**src/hw/rtl/rme_pkg.sv**
```systemverilog
`default_nettype none
package rme_pkg;

  localparam int CORDIC_STAGES_DEF = 16;
  localparam int ATAN_LEN          = 24;
  localparam int MAT_W             = 16;
  localparam int SUM_W             = 32;
  localparam int ROOT_W            = 16;
  localparam int REM_W             = ROOT_W + 3;
  localparam int OPD_W             = MAT_W + 1;
  localparam int CW                = 27;
  localparam int OUT_W             = 16;
  localparam int THR_W             = 15;

  localparam logic signed [CW-1:0] HALF_TURN   = 27'sd11796480;
  localparam logic signed [CW-1:0] ANGLE_LIMIT = 27'sd23040;

  // atan(2^-i) in units of 2^-16 degree
  function automatic logic signed [CW-1:0] atan_deg16(input int unsigned i);
    logic signed [CW-1:0] v;
    case (i)
      0:  v = 27'sd2949120;
      1:  v = 27'sd1740967;
      2:  v = 27'sd919879;
      3:  v = 27'sd466945;
      4:  v = 27'sd234379;
      5:  v = 27'sd117304;
      6:  v = 27'sd58666;
      7:  v = 27'sd29335;
      8:  v = 27'sd14668;
      9:  v = 27'sd7334;
      10: v = 27'sd3667;
      11: v = 27'sd1833;
      12: v = 27'sd917;
      13: v = 27'sd458;
      14: v = 27'sd229;
      15: v = 27'sd115;
      16: v = 27'sd57;
      17: v = 27'sd29;
      18: v = 27'sd14;
      19: v = 27'sd7;
      20: v = 27'sd4;
      21: v = 27'sd2;
      22: v = 27'sd1;
      default: v = '0;
    endcase
    return v;
  endfunction

endpackage
`default_nettype wire

```
**src/hw/rtl/rme_cordic.sv**
```systemverilog
`default_nettype none
module rme_cordic #(
  parameter int STAGES = rme_pkg::CORDIC_STAGES_DEF
) (
  input  wire logic                              clk,
  input  wire logic                              en,
  input  wire logic signed [rme_pkg::OPD_W-1:0]  y_in,
  input  wire logic signed [rme_pkg::OPD_W-1:0]  x_in,
  output logic signed      [rme_pkg::CW-1:0]     angle,
  output logic                                   zero
);
  localparam int CW = rme_pkg::CW;

  logic signed [CW-1:0] x_r [0:STAGES];
  logic signed [CW-1:0] y_r [0:STAGES];
  logic signed [CW-1:0] z_r [0:STAGES];
  logic                 zero_r [0:STAGES];

  logic signed [CW-1:0] xs, ys;

  // prerotation into the right half plane
  always_comb begin
    xs = CW'(x_in) <<< 8;
    ys = CW'(y_in) <<< 8;
  end

  always_ff @(posedge clk) begin
    if (en) begin
      zero_r[0] <= (x_in == '0) && (y_in == '0);
      if (xs < 0) begin
        x_r[0] <= -xs;
        y_r[0] <= -ys;
        z_r[0] <= (ys >= 0) ? rme_pkg::HALF_TURN : -rme_pkg::HALF_TURN;
      end else begin
        x_r[0] <= xs;
        y_r[0] <= ys;
        z_r[0] <= '0;
      end
    end
  end

  for (genvar i = 0; i < STAGES; i++) begin : g_stage
    logic signed [CW-1:0] dx, dy, at;
    assign dx = y_r[i] >>> i;
    assign dy = x_r[i] >>> i;
    assign at = rme_pkg::atan_deg16(i);
    always_ff @(posedge clk) begin
      if (en) begin
        zero_r[i+1] <= zero_r[i];
        if (y_r[i] >= 0) begin
          x_r[i+1] <= x_r[i] + dx;
          y_r[i+1] <= y_r[i] - dy;
          z_r[i+1] <= z_r[i] + at;
        end else begin
          x_r[i+1] <= x_r[i] - dx;
          y_r[i+1] <= y_r[i] + dy;
          z_r[i+1] <= z_r[i] - at;
        end
      end
    end
  end

  assign angle = z_r[STAGES];
  assign zero  = zero_r[STAGES];
endmodule
`default_nettype wire

```
**config.mk**
```make
export PLATFORM = sky130hd
export DESIGN_NAME = rme_cordic
export DESIGN_NICKNAME = d
export VERILOG_FILES = /design/src/hw/rtl/rme_pkg.sv /design/src/hw/rtl/rme_cordic.sv
export SDC_FILE = /design/constraint.sdc
export NUM_CORES = 2
export LEC_CHECK = 0
export BUFFER_PORTS_ARGS = -buffer_cell sky130_fd_sc_hd__buf_2
export CAP_MARGIN = 20
export CORE_MARGIN = 2
export CORE_UTILIZATION = 60
export CTS_CLUSTER_SIZE = 28
export DETAILED_ROUTE_END_ITERATION = 8
export PLACE_DENSITY_LB_ADDON = 0.08
export SLEW_MARGIN = 20
export SYNTH_ARGS = -nofsm -noshare
export SYNTH_HDL_FRONTEND = slang
export SYNTH_SLANG_ARGS = --single-unit
```
**constraint.sdc**
```tcl
create_clock -name clk -period 6.7 [get_ports clk]
set_input_delay 0.67 -clock clk [delete_from_list [all_inputs] [get_ports clk]]
set_output_delay 0.67 -clock clk [all_outputs]
set_load 0.01 [all_outputs]
```
==> summary.txt <==
CTS
  – Max Root-Sink Buffers: 3
  – CTS root buf: clkbuf_16
  – Clk_lat worst skew: 0.78 ns
  – TritonCTS clock tree: built
  – Hold_buf cts: 0
  – Clock Pin Slew Worst Setup and Hold Paths: 0.07 ns
  – Post-CTS setup buffers: 0
  – H-tree depth: 4
  – Clock sink total: 1139
  – Inserted Clock Buffers: 139
  – CTS resizes: 0

Drt
  – Final ANT Viol Nets: 0
  – Final WL: 229000 um
  – DR vias/cell: 6.12
  – DRC viols: 0
  – First-pass DRT Iterations: 6
  – Drt wl/cell: 19.3 um
  – Iteration-0 DRC Markers: 5341
  – Vias: 72800

Synthesis
  – Most area-consuming cells after synthesis: edfxtp_1 37%, ha_1 15%, xnor2_1 8.2%, a21oi_1 4.8%, xor2_1 4.5%
  – Yosys reg bits: 1139
  – Synthesis Warnings: 0
  – Number of synthesized flops with an enable pin: 1139
  – Synth top area share: 0.366
  – Post-Syn Area per Cell: 9.70 um2
  – Cell taking the most area after synthesis: edfxtp_1
  – Register area share after synthesis: 0.366
  – Distinct cell type count after synthesis: 99
  – Synthesized Nets: 10800
  – Synth Flop Type: edfxtp_1
  – Post-synth ARST share: 0
  – Cells after synthesis: 9625
  – Synth Cell Area: 93300 um2

STA
  – Final setup viols: 0
  – Clock Skew: 0.0354 ns
  – Fin crit share: 0.728
  – Slew Limit Fails: 0
  – Highest Clock Rate: 0.205 GHz
  – RSZ-0062 raised after global routing: false
  – Period minus WS final: 4.87 ns
  – Worst-margin pin slew: 1.01 ns
  – Max_slew headroom: 0.328
  – Setup TNS: 0 ns
  – Final hold viol count: 0

Worst setup path
  – Worst setup SP type: flip-flop
  – Worst EP arrival: 5.40 ns
  – Crit path max fanout: 22
  – Crit path kind: flip-flop to flip-flop
  – Critical Path RT: 7.22 ns
  – CP endpoint kind: flip-flop

Hold path
  – HP Class: input port to flip-flop

Run
  – Total of max-cap violations: 0

GRT
  – Initial antenna violation count: 6
  – Met1 usage: 0.374
  – Number of global-route vias before repair: 69800
  – Largest net degree at the start of global routing: 85
  – M2 GR Usage: 0.490
  – Gr busiest metal: met2
  – First-pass GRT wire length: 366000 um
  – Total GRT Usage: 0.283
  – Met3 usage: 0.0322
  – GRT Residual Overflow: 0

Floorplan
  – Core area: 154000 um2
  – Top Ports: 64
  – Placement Rows: 144
  – DIE AREA: 159000 um2
  – Starting Density: 0.605
  – Overall die width: 398 um
  – Die Y-Extent: 398 um

Layout
  – Share of cells above drive strength 1: 0.0435
  – FF/Latch Area: 34200 um2
  – Layout area overhead: 7.96%
  – Fill cells: 12600
  – Multi-input logic area: 56900 um2
  – Layout Nets: 10900
  – Final cell utilization of the core: 0.653

Outcome
  – Status: finished clean

Place
  – Port bufs: 62
  – DP HPWL: 179000 um
  – Routability congestion estimate: 0.939
[stage by stage]
| step | hold slack [ns] | std cells | cell area [um2] | setup slack (ns) |
|---|---|---|---|---|
| after floorplan | 0.400 | 9625 | 93300 | 1.25 |
| after global placement | 0.403 | 11600 | 96100 | 1.41 |
| after detailed placement | 0.405 | 11600 | 96100 | 1.31 |
| after CTS | 0.108 | 11900 | 101000 | 1.87 |
| after global routing | 0.142 | 11900 | 101000 | 1.44 |
| final | 0.171 | 11900 | 101000 | 1.83 |
[cell type report]
cell class | instances | area share
well taps | 2044 | 0.0254
clock inverters | 79 | 0.00913
multi-input cells | 7901 | 0.565
repair buffers | 121 | 0.00770
inverters | 432 | 0.0161
clock buffers | 167 | 0.0373
flip-flops and latches | 1139 | 0.339
diodes | 3 | 0.0000745
[synth_stat cells, types with 20 or more instances]
library cell / number
a211o_1: 20
a211oi_1: 72
a21boi_1: 24
a21o_1: 375
a21oi_1: 902
a31oi_1: 63
a41oi_1: 23
and2_1: 47
and3_1: 64
buf_1: 26
clkbuf_1: 124
edfxtp_1: 1139
fa_1: 33
ha_1: 1103
inv_1: 420
mux2i_1: 31
nand2_1: 644
nand2b_1: 159
nand3_1: 168
nand4_1: 68
nor2_1: 758
nor2b_1: 143
nor3_1: 217
nor4_1: 63
o211ai_1: 38
o21a_1: 162
o21ai_0: 437
o21ai_1: 154
o21bai_1: 123
o31a_1: 31
o31ai_1: 124
o41ai_1: 57
or2_2: 22
or3_1: 76
or4_1: 26
xnor2_1: 872
xor2_1: 483
[final timing paths]
path,startpoint,endpoint,slack [ns],cells past startpoint
setup / recovery,y_r[9][26],y_r[10][26],1.83,16
hold / removal,x_in[0],x_r[0][8],0.17,1
setup reg to reg,y_r[9][26],y_r[10][26],1.83,16
hold reg to reg,z_r[5][1],z_r[6][1],0.41,0
[flip-flops by register name, indices dropped and copies added (netlist names)]
name and cells:
x_r 361, zero_r 17, y_r 372, z_r 389
[critical path, cell delays in order (launching register included)]
cell,delay [ns]
edfxtp_1,0.63
nand2_1,0.13
inv_1,0.61
nor2_1,0.12
xor2_1,0.17
ha_1,0.34
a21oi_1,0.11
o211ai_1,0.19
nand3_1,0.15
a211oi_1,0.52
a221oi_1,0.37
o31a_1,0.41
o31ai_1,0.39
nor3_1,0.11
o21bai_1,0.16
a21oi_1,0.09
xnor2_1,0.12
[per-layer routing]
metal	wire length, um	vias to the layer above
met5	0	-
met4	6140	0
met3	11400	386
met2	111000	1895
met1	101000	34700
li1	-	35900
[kinds of logic (layout without fill, tap and decap cells)]
| logic type | after synthesis | count (layout) | share of synthesized area |
|---|---|---|---|
| flops | 1139 | 1139 | 0.366 |
| xor+xnor | 1355 | 1355 | 0.127 |
| compound gates | 2814 | 2814 | 0.192 |
| simple gates | 2546 | 2546 | 0.130 |
| fa+ha+maj | 1136 | 1136 | 0.155 |
| buf+inv | 585 | 799 | 0.0236 |
| other cells | 1 | 4 | 0.0000402 |
| mux | 49 | 49 | 0.00550 |
[placed cells by master, fill, tap and decap left out, drive strengths merged, types with 77 or more instances in the layout]
cell,n
o21bai,123
nor2b,143
o21a,162
inv,437
nor2,758
a21o,376
o31ai,127
nor3,217
ha,1103
buf,121
a21oi,903
nand2b,159
clkbuf,167
nand3,168
xor2,483
edfxtp,1139
o21ai,591
xnor2,872
a211oi,77
nand2,644
Power is not shown: default switching activity piles up to over one toggle a cycle in this logic, so the estimate is an artifact.
