`config.mk`:
```
export PLATFORM = sky130hd
export DESIGN_NAME = rme_isqrt
export DESIGN_NICKNAME = d
export VERILOG_FILES = /design/src/hw/rtl/rme_pkg.sv /design/src/hw/rtl/rme_isqrt.sv
export SDC_FILE = /design/constraint.sdc
export NUM_CORES = 1
export LEC_CHECK = 0
export BUFFER_PORTS_ARGS = -buffer_cell sky130_fd_sc_hd__buf_2
export CAP_MARGIN = 5
export CORE_MARGIN = 3
export CORE_UTILIZATION = 40
export CTS_CLUSTER_SIZE = 30
export DETAILED_ROUTE_END_ITERATION = 6
export HOLD_SLACK_MARGIN = 0.1
export PLACE_DENSITY = 0.58
export RECOVER_POWER = 25
export SKIP_CTS_REPAIR_TIMING = 1
export SLEW_MARGIN = 20
export SYNTH_ARGS = -nofsm -noshare
export SYNTH_HDL_FRONTEND = slang
export SYNTH_SLANG_ARGS = --single-unit
export TNS_END_PERCENT = 100
```
`constraint.sdc`:
```
create_clock -name clk -period 3.3 [get_ports clk]
set_clock_uncertainty 0.1 [all_clocks]
set_input_delay 0.495 -clock clk [delete_from_list [all_inputs] [get_ports clk]]
set_output_delay 0.495 -clock clk [all_outputs]
set_load 0.01 [all_outputs]
```
`src/hw/rtl/rme_pkg.sv`:
```
`default_nettype none
package rme_pkg;

  localparam int CORDIC_STAGES_DEF = 16;
  localparam int ATAN_LEN          = 24;
  localparam int MAT_W             = 16;
  localparam int SUM_W             = 32;
  localparam int ROOT_W            = 16;
  localparam int REM_W             = ROOT_W + 3;
  localparam int OPD_W             = MAT_W + 1;
  localparam int CW                = 27;
  localparam int OUT_W             = 16;
  localparam int THR_W             = 15;

  localparam logic signed [CW-1:0] HALF_TURN   = 27'sd11796480;
  localparam logic signed [CW-1:0] ANGLE_LIMIT = 27'sd23040;

  // atan(2^-i) in units of 2^-16 degree
  function automatic logic signed [CW-1:0] atan_deg16(input int unsigned i);
    logic signed [CW-1:0] v;
    case (i)
      0:  v = 27'sd2949120;
      1:  v = 27'sd1740967;
      2:  v = 27'sd919879;
      3:  v = 27'sd466945;
      4:  v = 27'sd234379;
      5:  v = 27'sd117304;
      6:  v = 27'sd58666;
      7:  v = 27'sd29335;
      8:  v = 27'sd14668;
      9:  v = 27'sd7334;
      10: v = 27'sd3667;
      11: v = 27'sd1833;
      12: v = 27'sd917;
      13: v = 27'sd458;
      14: v = 27'sd229;
      15: v = 27'sd115;
      16: v = 27'sd57;
      17: v = 27'sd29;
      18: v = 27'sd14;
      19: v = 27'sd7;
      20: v = 27'sd4;
      21: v = 27'sd2;
      22: v = 27'sd1;
      default: v = '0;
    endcase
    return v;
  endfunction

endpackage
`default_nettype wire

```
`src/hw/rtl/rme_isqrt.sv`:
```
`default_nettype none
module rme_isqrt (
  input  wire logic                          clk,
  input  wire logic                          en,
  input  wire logic [rme_pkg::SUM_W-1:0]     sum,
  output logic      [rme_pkg::ROOT_W-1:0]    root
);
  localparam int NB = rme_pkg::ROOT_W;
  localparam int RW = rme_pkg::REM_W;
  localparam int SW = rme_pkg::SUM_W;

  logic [RW-1:0] rem_r  [0:NB-1];
  logic [NB-1:0] root_r [0:NB-1];
  logic [SW-1:0] n_r    [0:NB-1];

  // one result bit per stage, restoring digit recurrence
  for (genvar k = 0; k < NB; k++) begin : g_stage
    logic [RW-1:0] rem_p, cat, test, rem_nxt;
    logic [NB-1:0] root_p, root_nxt;
    logic [SW-1:0] n_p;
    if (k == 0) begin : g_first
      assign rem_p  = '0;
      assign root_p = '0;
      assign n_p    = sum;
    end else begin : g_rest
      assign rem_p  = rem_r[k-1];
      assign root_p = root_r[k-1];
      assign n_p    = n_r[k-1];
    end
    always_comb begin
      cat  = {rem_p[RW-3:0], n_p[SW-1:SW-2]};
      test = RW'({root_p, 2'b01});
      if (cat >= test) begin
        rem_nxt  = cat - test;
        root_nxt = {root_p[NB-2:0], 1'b1};
      end else begin
        rem_nxt  = cat;
        root_nxt = {root_p[NB-2:0], 1'b0};
      end
    end
    always_ff @(posedge clk) begin
      if (en) begin
        rem_r[k]  <= rem_nxt;
        root_r[k] <= root_nxt;
        n_r[k]    <= {n_p[SW-3:0], 2'b00};
      end
    end
  end

  assign root = root_r[NB-1];
endmodule
`default_nettype wire

```
==> results of run 1 <==
-- routing by layer --
layer | vias up | share of wire
met2 | 325 | 0.47
li1 | 8321 | -
met1 | 8168 | 0.46
met4 | 0 | 0.017
met5 | - | 0
met3 | 62 | 0.050
-- final cells by class --
type,count,area [µm²]
Timing Repair Buffer,112,901
Fill cell,6271,37700
Tap cell,940,1180
Sequential cell,613,18400
Multi-Input combinational cell,1303,9300
Clock buffer,81,1770
Inverter,181,679
Clock inverter,42,447
-- power groups by stage --
stage / Sequential, mW / Combinational (mW) / Clock [mW]
detailed placement: 10.2 / 2.95 / 0
global route: 10.2 / 3.41 / 8.02
floorplan: 10.0 / 2.20 / 0
global placement: 10.2 / 2.93 / 0
CTS: 10.1 / 2.98 / 7.69
finish: 10.1 / 3.02 / 7.41
-- Yosys cell counts, drive strengths merged (33+ instances only) --
cell | n | area share
a21o | 33 | 0.0087
a21oi | 111 | 0.020
edfxtp | 613 | 0.65
ha | 152 | 0.067
inv | 180 | 0.024
mux2 | 47 | 0.019
nand2 | 105 | 0.014
nor2 | 124 | 0.016
nor3 | 68 | 0.012
o21a | 39 | 0.010
o21ai | 96 | 0.017
xnor2 | 83 | 0.025
xor2 | 70 | 0.021
-- kinds of logic (layout without fill, tap and decap cells) --
kind of cell / Yosys count / count (layout) / synth area share
xor+xnor: 153 / 153 / 0.0470
fa+ha+maj: 152 / 152 / 0.0667
simple gates: 524 / 524 / 0.0948
other cells: 1 / 1 / 0.000131
mux: 54 / 54 / 0.0210
buf+inv: 211 / 416 / 0.0289
compound gates: 419 / 419 / 0.0962
flops: 613 / 613 / 0.645
-- registers in the layout (all words and copies together) (netlist names) --
register / cells
root_r: 136
rem_r: 237
n_r: 240
-- worst min path at each step --
stage | start | slack (ps) | endpoint
after CTS | sum[11] | -90 | n_r[0][11]
after global placement | n_r[0][130] | 300 | n_r[0][162]
after detailed placement | n_r[0][73] | 300 | n_r[0][105]
after global routing | n_r[0][37] | 320 | n_r[0][69]
final | n_r[1][117] | 310 | n_r[1][149]
after floorplan | n_r[0][68] | 300 | n_r[0][100]
-- through the flow --
stage	hold WS, ps	power, mW	utilization	std cells
after floorplan	300	12.2	-	2127
after global placement	301	13.2	0.428	3116
after detailed placement	305	13.2	0.428	3116
after CTS	-95.0	20.8	0.460	3239
after global routing	317	21.6	0.464	3272
final	309	20.5	0.464	3272
-- worst max-delay path, delay by kind of cell, from the launching register on --
kind | cells | cell delay [ps]
flip-flops | 1 | 450
multiplexers | 1 | 380
buffers and inverters | 3 | 500
AO/OA/AOI/OAI | 5 | 990
adder cells (fa/ha/maj) | 1 | 340
-- placed cells by master, fill, tap and decap left out, types with 22 or more instances in the layout --
| master | instances |
|---|---|
| nand3_1 | 23 |
| buf_2 | 48 |
| inv_1 | 178 |
| nor4_1 | 27 |
| or3_1 | 23 |
| edfxtp_1 | 613 |
| a21oi_1 | 109 |
| nor3_1 | 67 |
| nand2_1 | 105 |
| xnor2_1 | 83 |
| buf_4 | 22 |
| xor2_1 | 70 |
| o21a_1 | 39 |
| nand2b_1 | 25 |
| clkbuf_16 | 69 |
| ha_1 | 152 |
| nor2_1 | 124 |
| o21ai_0 | 90 |
| nand4_1 | 22 |
| mux2_2 | 47 |
| dlygate4sd3_1 | 33 |
| a21o_1 | 33 |
==> summary.md, run 1 <==
| Metric | Value |
|---|---|
| Crit Path Max Fanout | 15 |
| Num CTS Buffers | slightly below 70 |
| YS warnings | 0 |
| Logic pwr share | 0.147 |
| Vias in the first global route | between 15000 and 20000 |
| Asr flop ratio synth | 0 |
| GPL Wtd Cong | about 0.86 |
| Worst path required time | 3550 ps |
| Status | complete, but fails checks |
| Final Slew Violations | 65 |
| DRT Pass-1 Iters | 5 |
| Setup TNS | 0 ps |
| Count of final hold-check violations | 0 |
| Highest clock rate | around 330 MHz |
| Fin area | about 0.033 mm² |
| GR Util met1 | 0.192 |
| Avg WL per Cell | 16.1 µm |
| Reg2reg setup slack | around 250 ps |
| Switching share of power | 0.256 |
| Register clock-pin slew on the reported worst setup and hold paths | around 60 ps |
| Avg Cell Area, Syn | 13.4 µm² |
| Final WS setup | ~250 ps |
| Die area | about 0.075 mm² |
| Gr usage total | 0.142 |
| Chip height | roughly 270 µm |
| ANT nets after route | 0 |
| Slew margin rel. | -0.330 |
| Worst-Margin Slew | approximately 2000 ps |
| DRT Wirelength | ~53000 µm |
| Pre-CTS setup slack | around 160 ps |
| Sink Count | a little over 600 |
| Synthesized cell area | 0.0285 mm² |
| Reg-to-Reg Start | root_r[1][48] |
| Routed vias | between 15000 and 20000 |
| Skew-Pair Late Insertion Delay | 620 ps |
| Met2 Usage GRT | 0.232 |
| CTS tree | built |
| Share of cells above drive strength 1 | 0.105 |
| Min-Delay Path Class | reg -> reg |
| Cell-internal power | around 15 mW |
| Global Route met3 Usage | 0.0305 |
| Die width | roughly 270 µm |
| Crit path from | root_r[1][48] |
| Largest net degree at the start of global routing | 79 |
| Final worst path period need | just over 3000 ps |
| Initial antenna violation count | 0 |
| Critical path arrival | about 3300 ps |
| Placed Area | 0.0301 mm² |
| Number of diodes | 0 |
| FF+latch count, synth | just over 600 |
| Worst Reg-to-Reg Cells | 10 |
| Mapped Cells | between 2000 and 2500 |
| Clock power share | 0.361 |
| Post-synth EDFFs | 613 |
| Hold path cells | 0 |
| Io pins | 50 |
| Post-synthesis sequential area ratio | 0.645 |
| Clock Tree Root | clkbuf_16 |
| CTS max path bufs | 3 |
| Starting Density | 0.405 |
| Final critical-path share of the clock period | 0.923 |
| CP endpoint kind | flop |
| RSZ-0062 raised after global routing | no |
| Worst setup endpoint | rem_r[1][84] |
| VDD IR max | 0.425 mV |
| Critical Path Start Type | flop |
| Synth cell types | just under 80 |
| PwrDens | 627 mW/mm² |
| First-pass GRT wire length | between 80000 and 90000 µm |
| H-tree depth | 3 |
| Critical-path cell list | inv_1 -> ha_1 -> o21a_1 -> o21a_1 -> o31ai_2 -> buf_4 -> o21ai_1 -> a31oi_4 -> buf_4 -> mux2_2 |
| Area Overhead vs Synth | 14.6% |
| Fin nets | between 2000 and 2500 |
| Vias/cell | ~5.2 |
| Crit path largest cell delay | 450 ps |
| Final setup fails | 0 |
| Count of input and output buffers | 49 |
| Core Area | ~0.070 mm² |
| Grt ovf | 0 |
| Drt first-iter violations | a little under 1000 |
| Slowest-stage cell, CP | edfxtp_1 |
| Psw | about 5.2 mW |
| Reg2reg end | rem_r[1][84] |
| Predominant post-synthesis flop cell | edfxtp_1 |
| Sequential share of power | 0.492 |
| Violated checks | capacitance limit, slew limit |
| Leak | 12.5 nW |
| Busiest grt layer | met2 |
| Drc violations | 0 |
| Setup CP Type | reg -> reg |
| Syn_nets | about 2300 |
| Max_cap viols | 1 |
| HPWL after detailed placement | 37300 µm |
| # rows | 97 |
Power figures use the tool's default switching activity.
==> inputs of run 2 (changes only) <==
PLACE_DENSITY = 0.57   (was 0.58)
==> run 2 against run 1 <==
Power is 0.65% lower. Largest power group unchanged. Clock-buffer cell count increased by 12. Flip-flop and latch count did not move. Critical endpoint is now rem_r[1][80]. Design area decreased by 0.25%. Non-clock buffer count shrank 2. The run now ends clean. Worst setup slack lost 19 ps.
==> summary.md, run 2 (synthesized netlist as in run 1, its figures left out) <==
| Metric | Value |
|---|---|
| Psw | 5.12 mW (was 5.25 mW) |
| Num CTS Buffers | 69 (unchanged) |
| Number of diodes | 0 (unchanged) |
| Clock Tree Root | clkbuf_16 (unchanged) |
| Gr usage total | 0.143 (was 0.142) |
| Commonest non-fill, non-tap cell in the layout | edfxtp_1 (unchanged) |
| Die width | 273 µm (unchanged) |
| Min-Delay Path Class | in -> reg (was reg -> reg) |
| Setup TNS | 0 ps (unchanged) |
| Worst-Margin Slew | 814 ps (was 1990 ps) |
| Max_cap viols | 0 (was 1) |
| Largest net degree at the start of global routing | 86 (was 79) |
| VDD IR max | 0.430 mV (was 0.425 mV) |
| Cell-internal power | 15.2 mW (was 15.3 mW) |
| First-pass GRT wire length | 86800 µm (was 86000 µm) |
| GPL Wtd Cong | 0.866 (was 0.856) |
| CP endpoint kind | flop (unchanged) |
| Switching share of power | 0.252 (was 0.256) |
| Final setup fails | 0 (unchanged) |
| Largest register FFs | 240 (unchanged) |
| Leak | 12.5 nW (about the same) |
| Io pins | 50 (unchanged) |
| Critical-path cell list | inv_1 -> ha_1 -> o21a_1 -> o21a_1 -> o31ai_1 -> buf_4 -> o21ai_1 -> a31oi_4 -> buf_12 -> mux2_2 (was inv_1 -> ha_1 -> o21a_1 -> o21a_1 -> o31ai_2 -> buf_4 -> o21ai_1 -> a31oi_4 -> buf_4 -> mux2_2) |
| Setup CP Type | reg -> reg (unchanged) |
| Slew margin rel. | 0.454 (was -0.330) |
| ANT nets after route | 0 (unchanged) |
| Core Area | 0.0704 mm² (unchanged) |
| Crit path buf inv count | 3 (unchanged) |
| Worst path required time | 3540 ps (was 3550 ps) |
| Critical Path Most Common Cell | o21a_1 |
| H-tree depth | 3 (unchanged) |
| Final critical-path share of the clock period | 0.929 (was 0.923) |
| CTS max path bufs | 3 (unchanged) |
| Critical Path Start Type | flop (unchanged) |
| Crit path largest cell delay | 450 ps (about the same) |
| Crit Path Max Fanout | 17 (was 15) |
| DRT Wirelength | 52600 µm (was 52700 µm) |
| Starting Density | 0.405 (unchanged) |
| Share of cells above drive strength 1 | 0.101 (was 0.105) |
| Die area | 0.0745 mm² (unchanged) |
| Vias/cell | 5.14 (was 5.16) |
| Drt first-iter violations | 1169 (was 966) |
| Drc violations | 0 (unchanged) |
| Final core occ | 0.463 (was 0.464) |
| Count of input and output buffers | 49 (unchanged) |
| Filler Cells Inserted | 6298 (was 6271) |
| DRT Pass-1 Iters | 6 (was 5) |
| Grt ovf | 0 (unchanged) |
| Final worst path period need | 3070 ps (was 3050 ps) |
| Top delay family on crit path | compound AO/OA/AOI/OAI gates (unchanged) |
| Vias in the first global route | 16687 (was 16544) |
| Biggest register | n_r (unchanged) |
| Avg WL per Cell | 16.1 µm (about the same) |
| Chip height | 273 µm (unchanged) |
| PwrDens | 625 mW/mm² (was 627 mW/mm²) |
| RSZ-0062 raised after global routing | no (unchanged) |
| Fin nets | 2464 (was 2466) |
| Sequential share of power | 0.495 (was 0.492) |
| Final Slew Violations | 0 (was 65) |
| Most frequent cells in the layout | 613 x edfxtp_1, 178 x inv_1, 152 x ha_1 (unchanged) |
| # rows | 97 (unchanged) |
| Status | finished, final reports clean (was complete, but fails checks) |
| Slowest-stage cell, CP | edfxtp_1 (unchanged) |
| CTS tree | built (unchanged) |
| Clock power share | 0.358 (was 0.361) |
| Critical path arrival | 3310 ps (was 3300 ps) |
| Skew-Pair Late Insertion Delay | 600 ps (was 620 ps) |
| Count of final hold-check violations | 0 (unchanged) |
| Logic pwr share | 0.147 (about the same) |
| Sink Count | 613 (unchanged) |
| HPWL after detailed placement | 37200 µm (was 37300 µm) |
| Area Overhead vs Synth | 14.3% (was 14.6%) |
| Routed vias | 16802 (was 16876) |
| Highest clock rate | 326 MHz (was 328 MHz) |
| Register clock-pin slew on the reported worst setup and hold paths | 60 ps (about the same) |
| Initial antenna violation count | 0 (unchanged) |
| Largest regs | n_r (240), rem_r (237), root_r (136) (unchanged) |
## run 2: cell types whose count changed in the layout (fill, tap and decap cells not counted), moves of 2 or more
cell and delta:
inv_6 +2, clkinv_1 -7, clkinvlp_4 -2, buf_4 -2, clkinv_2 -2, clkinv_16 -2
clkbuf_1 +12, clkinv_4 -2
## run 2: stage by stage
stage / hold slack [ps] / instance area (µm²) / instances / setup WS, ps / total power, mW
after global routing: 284 / 32600 / 3269 / 55.6 / 21.4
after floorplan: 300 / 28500 / 2127 / 539 / 12.2
after CTS: -81.2 / 32300 / 3236 / 209 / 20.6
final: 276 / 32600 / 3269 / 234 / 20.4
after detailed placement: 305 / 30100 / 3114 / 232 / 13.2
after global placement: 301 / 30100 / 3114 / 232 / 13.1
## run 2: path summary, 6_finish.rpt
check                                    from  slack [ps]  depth (start not counted)            to
worst max register to register  root_r[1][48]         230                         10  rem_r[1][80]
worst max-delay path            root_r[1][48]         230                         10  rem_r[1][80]
worst min register to register    n_r[0][235]         310                          0    n_r[1][27]
worst min-delay path                       en         280                          1   n_r[0][194]
## run 2: power by group through the flow
| stage | sequential, mW | combinational, mW | clock, mW |
|---|---|---|---|
| after global placement | 10.2 | 2.89 | 0 |
| after floorplan | 10.0 | 2.20 | 0 |
| final | 10.1 | 3.00 | 7.28 |
| after CTS | 10.1 | 2.97 | 7.56 |
| after global routing | 10.2 | 3.39 | 7.88 |
| after detailed placement | 10.3 | 2.95 | 0 |
## run 2: routing by layer
metal  track usage  vias to the layer above  routed length (µm)  share of wire
li1              -                     8313                   -              -
met1         0.196                     8047               24900           0.47
met2         0.228                      352               24100           0.46
met3        0.0254                       90                2360          0.045
met4        0.0508                        0                1290          0.025
met5             0                        -                   0              0
## run 2: area by class of cell
type	instances	area (µm²)	share of cell area
clock buffers	93	1820	0.0557
repair buffers	110	896	0.0275
well taps	940	1180	0.0361
multi-input cells	1303	9290	0.285
inverters	181	679	0.0208
flip-flops and latches	613	18400	0.565
clock inverters	29	335	0.0103
